## src/hw/rtl/tgr_ram.sv

```systemverilog
// generic single-write single-read ram with registered read data
module tgr_ram #(
	parameter int WIDTH = 8,
	parameter int DEPTH = 16
) (
	input  logic                             clk,
	input  logic                             we,
	input  logic [$clog2(DEPTH)-1:0]         waddr,
	input  logic [WIDTH-1:0]                 wdata,
	input  logic [$clog2(DEPTH)-1:0]         raddr,
	output logic [WIDTH-1:0]                 rdata
);

	logic [WIDTH-1:0] mem [DEPTH];

	always_ff @(posedge clk) begin
		if (we) begin
			mem[waddr] <= wdata;
		end
		rdata <= mem[raddr];
	end

endmodule

```

## config.mk

```make
export PLATFORM = sky130hd
export DESIGN_NAME = tgr_ram
export DESIGN_NICKNAME = d
export VERILOG_FILES = /design/src/hw/rtl/tgr_ram.sv
export SDC_FILE = /design/constraint.sdc
export NUM_CORES = 1
export LEC_CHECK = 0
export BUFFER_PORTS_ARGS = -buffer_cell sky130_fd_sc_hd__buf_2
export CORE_ASPECT_RATIO = 1.2
export CORE_MARGIN = 8
export CORE_UTILIZATION = 60
export CTS_CLUSTER_DIAMETER = 50
export DETAILED_ROUTE_END_ITERATION = 12
export PLACE_DENSITY = 0.78
export SYNTH_ARGS = -nofsm -noshare
export SYNTH_HDL_FRONTEND = slang
export SYNTH_SLANG_ARGS = --single-unit
```

## constraint.sdc

```tcl
create_clock -name clk -period 5.7 [get_ports clk]
set_input_delay 1.14 -clock clk [delete_from_list [all_inputs] [get_ports clk]]
set_output_delay 1.14 -clock clk [all_outputs]
set_load 0.02 [all_outputs]
```

==> results of run 1 <==
synthesized netlist by cell type (2+ instances only):
cell             count
clkdlybuf4s25_2      3
edfxtp_1           128
nand2b_1             2
a22oi_1             16
dfxtp_1              8
nand3b_1             2
buf_6                3
mux4_1              14
nor3_1               4
buf_2                3
nand2_1              9
mux4_2              18
nor2_1              13
state kept, by name (all words and copies together) (netlist names):
register,count
mem,128
rdata,8
layer usage:
layer,vias up,share of wire [%]
met5,-,0
met4,0,2.9
met3,25,6.4
met2,122,50
met1,1247,41
li1,1043,-
cells by family (layout without fill, tap and decap cells):
family / after synthesis / count (layout) / share of synthesized area (%)
flops: 136 / 136 / 77.8
mux: 32 / 32 / 15.0
buf+inv: 10 / 60 / 1.68
simple gates: 35 / 35 / 3.18
compound gates: 16 / 16 / 2.33
worst max-delay path: stages:
cell	delay, ps
buf_2	770
mux4_1	670
a22oi_1	270
nand2_1	130
area by class of cell:
cell class / count / share of cell area [%]
tap: 117 / 2.49
clock inverter: 4 / 0.341
timing repair buffer: 28 / 2.51
clock buffer: 28 / 8.44
sequential: 136 / 68.2
multi-input combinational: 83 / 18.0
how the worst max path moves through the flow:
stage          startpoint        end  cells past startpoint
4_1_cts          raddr[0]   rdata[3]                      4
3_3_place_gp     waddr[2]  mem[0][4]                      3
6_report         raddr[0]   rdata[3]                      4
2_1_floorplan    waddr[2]  mem[0][0]                      2
3_5_place_dp     waddr[2]  mem[0][1]                      3
5_1_grt          raddr[0]   rdata[1]                      4
through the flow:
stage / area [sq um] / hold slack (ps) / worst slack, ps
after detailed placement: 5360 / 660 / 2500
after global routing: 5870 / 696 / 2980
after CTS: 5870 / 673 / 3070
final: 5870 / 666 / 3090
after global placement: 5360 / 644 / 2550
after floorplan: 5150 / 629 / 3070
power by group through the flow:
stage	logic, mW	clock network (mW)	registers (mW)
after detailed placement	0.105	0	1.15
after global routing	0.115	0.999	1.13
after CTS	0.108	0.952	1.13
final	0.106	0.941	1.13
after floorplan	0.0568	0	1.15
after global placement	0.102	0	1.14
==> results.md, run 1 <==
- Crit Path Category: input port to flip-flop
- RD Place Congestion: roughly 0.73
- Number of port buffers: 25
- Nets@finish: between 200 and 300
- RSZ-0062 raised after global routing: false
- Power Internal: 1.74 mW
- Post-DRT Antenna Nets: 0
- Post-synth top area cell: edfxtp_1
- PD cells: 370 mW/mm^2
- Arr. time, crit path: around 3000 ps
- Core ar.: 0.00847 sq mm
- Clk slew on worst S/H paths: 60 ps
- Ys Warns: 0
- Clock Power Share: a little over two fifths
- Post-synth design cell area: 0.00515 sq mm
- CTS max path bufs: 2
- Vias/cell: 6.15
- Post_cts resized: 0
- Peak VDD IR: 0.227 mV
- Worst slew margin: 18.6%
- Area occupied by multi-input gates: 0.00106 sq mm
- Final Setup Violations: 0
- R2r endpoint: rdata[2]
- Met2 Use GR: 28.1%
- Comb pwr share: 4.9%
- I/O pins: 26
- Tot Pwr: 2.17 mW
- Critical path endpoint category: flip-flop
- Netlist cell types: 19
- Sequential share of power: 51.8%
- Vias post-DR: roughly 2400
- HPWL after detailed placement: slightly below 6000 microns
- Max Clk Rate: 0.383 GHz
- Top FF cell, synth: edfxtp_1
- Top cells by area, synth: edfxtp_1, mux4_2, mux4_1, dfxtp_1, a22oi_1
- Largest net degree at the start of global routing: 33
- Number of synthesized flops with an enable pin: 128
- Register area: roughly 0.004 sq mm
- Die Y: 117 microns
- Grt total ovfl: 0
- Hold Crit Class: flip-flop to flip-flop
- Final setup TNS: 0 ps
- First-pass GRT wire length: 15600 microns
- TritonCTS clock tree: yes
- Postcts setup bufs: 0
- Die area: approximately 0.012 sq mm
- Worst Reg-to-Reg Cells: 3
- Final cell count without fillers: around 400
- CTS Sinks: 136
- 1st-pass router iterations: 4
- Post-route DRC: 0
- Vias in the first global route: 2564
- Setup Skew: 7.87 ps
- Worst slew pin tran: 1210 ps
- Commonest non-fill, non-tap cell in the layout: edfxtp_1
- Aggregate routed wire length: 10200 microns
- TritonCTS Buffers: 17
- Hold depth: 3
- Max Cap Viol: 0
- Share of cells above drive strength 1: 25.8%
- Antenna Cells: 0
- Routed len/inst: 25.6 microns
- Reg-to-reg startpoint: mem[1][2]
- Initial Util: 60.8%
- Met1 GRT Util: 24.0%
- Die width: 101 microns
- GR peak layer: met2
- Placed cells: between 300 and 400
- Post-Syn Instances: ~230
- Switch share: between 20% and 30%
- Startpoint types: input port
- Final worst path period need: 2610 ps
- Post-synth top area share: 74.7%
- Hold_buf cts: 0
- Iter 0 DRT Violations: 284
- Status: completed
- Psw: between 400 and 500 uW
- Fin util: 69.3%
- Leakage: 1.97 nW
- Grt met3 use: 6.39%
- H-tree Lvls: 4
- Hold Path Origin: mem[13][5]
- Hold path endpoint: rdata[5]
- Synth Register Bits: 136
- Number of placement rows: 37
- Clk_lat worst skew: between 500 and 600 ps
- Avg Inst Size Synth: 22.5 sq um
- Period utilisation layout: 45.8%
- Commonest cells after routing, fill and taps aside: edfxtp_1, buf_2, mux4_2
- Post-Syn Nets: 247
- FILL cells: 535
- Initial antenna violation count: 0
- Data required, critical path: approximately 6100 ps
- Slew Viols, Final: 0
- Total GRT Usage: 18.7%
- Reg2reg setup slack: 4270 ps
- Async set-reset flop share out of synthesis: 0%
- Seq/Total Area, Yosys: 77.8%
- Area growth from synthesis to layout: 14.0%
- Final hold violation count: 0
- Root Driver: clkbuf_8
- Max FO, Critical Path: 32
(Power assumes the default switching activity.)
==> run 2: changes to the inputs <==
CORE_UTILIZATION = 54   (was 60)
PLACE_DENSITY = 0.74   (was 0.78)
clock period = 2.38 ns   (was 5.7 ns; I/O delays follow)
==> results.md, run 2 (synthesis gave the netlist of run 1 again) <==
- Postcts setup bufs: 0 (unchanged)
- Root Driver: clkbuf_16 (was clkbuf_8)
- Met3 Wirelength: 669 microns (was 652 microns)
- Share of cells above drive strength 1: 31.9% (was 25.8%)
- Number of placement rows: 39 (was 37)
- Final setup TNS: 0 ps (unchanged)
- Tot Pwr: 5.94 mW (was 2.17 mW)
- Routed len/inst: 23.6 microns (was 25.6 microns)
- Die Y: 123 microns (was 117 microns)
- Max Cap Viol: 0 (unchanged)
- Critical path cell sequence: buf_2 > buf_12 > mux4_1 > a22oi_1 > nand2_1 (was buf_2 > mux4_1 > a22oi_1 > nand2_1)
- RD Place Congestion: 0.718 (was 0.728)
- Crit Path Category: input port to flip-flop (unchanged)
- Met2 WL: 5100 microns (was 5070 microns)
- Clk slew on worst S/H paths: 60 ps (about the same)
- Vias post-DR: 2411 (was 2437)
- CTS max path bufs: 2 (unchanged)
- Final Setup Violations: 0 (unchanged)
- TritonCTS clock tree: yes (unchanged)
- Largest net degree at the start of global routing: 33 (unchanged)
- Die width: 105 microns (was 101 microns)
- Max Clk Rate: roughly 0.65 GHz
- Area growth from synthesis to layout: 20.2% (was 14.0%)
- Post-route DRC: 0 (unchanged)
- Nets@finish: 300 (was 284)
- Aggregate routed wire length: 9850 microns (was 10200 microns)
- Startpoint types: input port (unchanged)
- FILL cells: 592 (was 535)
- Final worst path period need: 1540 ps
- Critical path endpoint category: flip-flop (unchanged)
- Commonest cells after routing, fill and taps aside: edfxtp_1, buf_2, mux4_2 (unchanged)
- Iter 0 DRT Violations: 240 (was 284)
- Max FFs per register: 128 (unchanged)
- Register with the most flip-flops: mem (unchanged)
- Core ar.: 0.00942 sq mm (was 0.00847 sq mm)
- RSZ-0062 raised after global routing: false (unchanged)
- Commonest non-fill, non-tap cell in the layout: edfxtp_1 (unchanged)
- Peak VDD IR: 0.804 mV (was 0.227 mV)
- Worst slew pin tran: 635 ps (was 1210 ps)
- Period utilisation layout: 64.5%
- Final hold violation count: 0 (unchanged)
- Fin util: 65.7% (was 69.3%)
- I/O pins: 26 (unchanged)
- H-tree Lvls: 4 (unchanged)
- Vias in the first global route: 2619 (was 2564)
- First-pass GRT wire length: 15200 microns (was 15600 microns)
- CTS Sinks: 136 (unchanged)
- Setup Skew: 6.38 ps (was 7.87 ps)
- Max FO, Critical Path: 32 (unchanged)
- HPWL after detailed placement: 5860 microns (was 5810 microns)
- Grt total ovfl: 0 (unchanged)
- Vias/cell: 5.77 (was 6.15)
- PD cells: 960 mW/mm^2 (was 370 mW/mm^2)
- Slew Viols, Final: 0 (unchanged)
- Number of port buffers: 25 (unchanged)
- Leakage: 2.14 nW (was 1.97 nW)
- Area occupied by multi-input gates: 0.00106 sq mm (unchanged)
- Status: completed (unchanged)
- Post-DRT Antenna Nets: 0 (unchanged)
- Initial Util: 54.7% (was 60.8%)
- 1st-pass router iterations: 4 (unchanged)
- Arr. time, crit path: 1830 ps (was 3000 ps)
- Hold_buf cts: 0 (unchanged)
- Biggest regs: mem (128), rdata (8) (unchanged)
- Total GRT Usage: 16.9% (was 18.7%)
- Post_cts resized: 0 (unchanged)
- Clk_lat worst skew: 410 ps (was 520 ps)
- Die area: 0.0129 sq mm (was 0.0118 sq mm)
- Data required, critical path: 2670 ps (was 6090 ps)
- Max incr delay on CP: 580 ps (was 770 ps)
- Register area: 0.00400 sq mm (unchanged)
- Hold Crit Class: input port to flip-flop (was flip-flop to flip-flop)
- TritonCTS Buffers: 17 (unchanged)
- Met1 WL: 3880 microns (was 4130 microns)
- Max stage delay cell, worst path: mux4_1 (was buf_2)
- Initial antenna violation count: 0 (unchanged)
- DR top layer: met4 (unchanged)
- Worst slew margin: 57.5% (was 18.6%)
- Antenna Cells: 0 (unchanged)
run 2: changes by cell type in the layout (fill, tap and decap cells not counted), sizes merged:
cell,change
buf,+16
bufinv,+7
clkbuf,-11
clkinv,+3
clkinvlp,+1
run 2: worst max-delay path: cells and delay by family:
| kind | cells | cell delay (ps) |
|---|---|---|
| compound gates | 1 | 320 |
| simple gates | 1 | 80 |
| mux | 1 | 580 |
| buf+inv | 2 | 340 |
run 2: through the flow:
step	instance area (sq um)	cells	setup WS (ps)	hold WS, ps
final	6190	418	844	446
after floorplan	5150	229	411	575
after global placement	5510	386	413	658
after detailed placement	5510	386	414	661
after CTS	6190	418	841	431
after global routing	6190	418	778	438
run 2: cell type report:
type / instances / area share [%]
clock buffer: 17 / 6.87
timing repair buffer: 44 / 4.73
tap: 123 / 2.49
multi-input combinational: 83 / 17.1
sequential: 136 / 64.7
clock inverter: 15 / 4.12
run 2: where the power goes:
part           internal [mW]  switching [mW]  leakage [nW]
clock network           2.05           0.925         0.334
logic                  0.108           0.156         0.581
registers               2.68          0.0159          1.22
total                   4.84            1.10          2.14
run 2: final timing paths:
kind | startpoint | to | slack, ps | cells after the start
max | raddr[0] | rdata[3] | 840 | 5
min | wdata[4] | mem[6][4] | 450 | 1
max reg2reg | mem[0][7] | rdata[7] | 990 | 3
min reg2reg | mem[15][3] | rdata[3] | 670 | 3
run 2: metal layers:
| metal | vias up | global-route usage (%) |
|---|---|---|
| li1 | 1074 | - |
| met1 | 1220 | 20.2 |
| met2 | 101 | 27.3 |
| met3 | 16 | 5.06 |
| met4 | 0 | 9.29 |
| met5 | - | 0 |
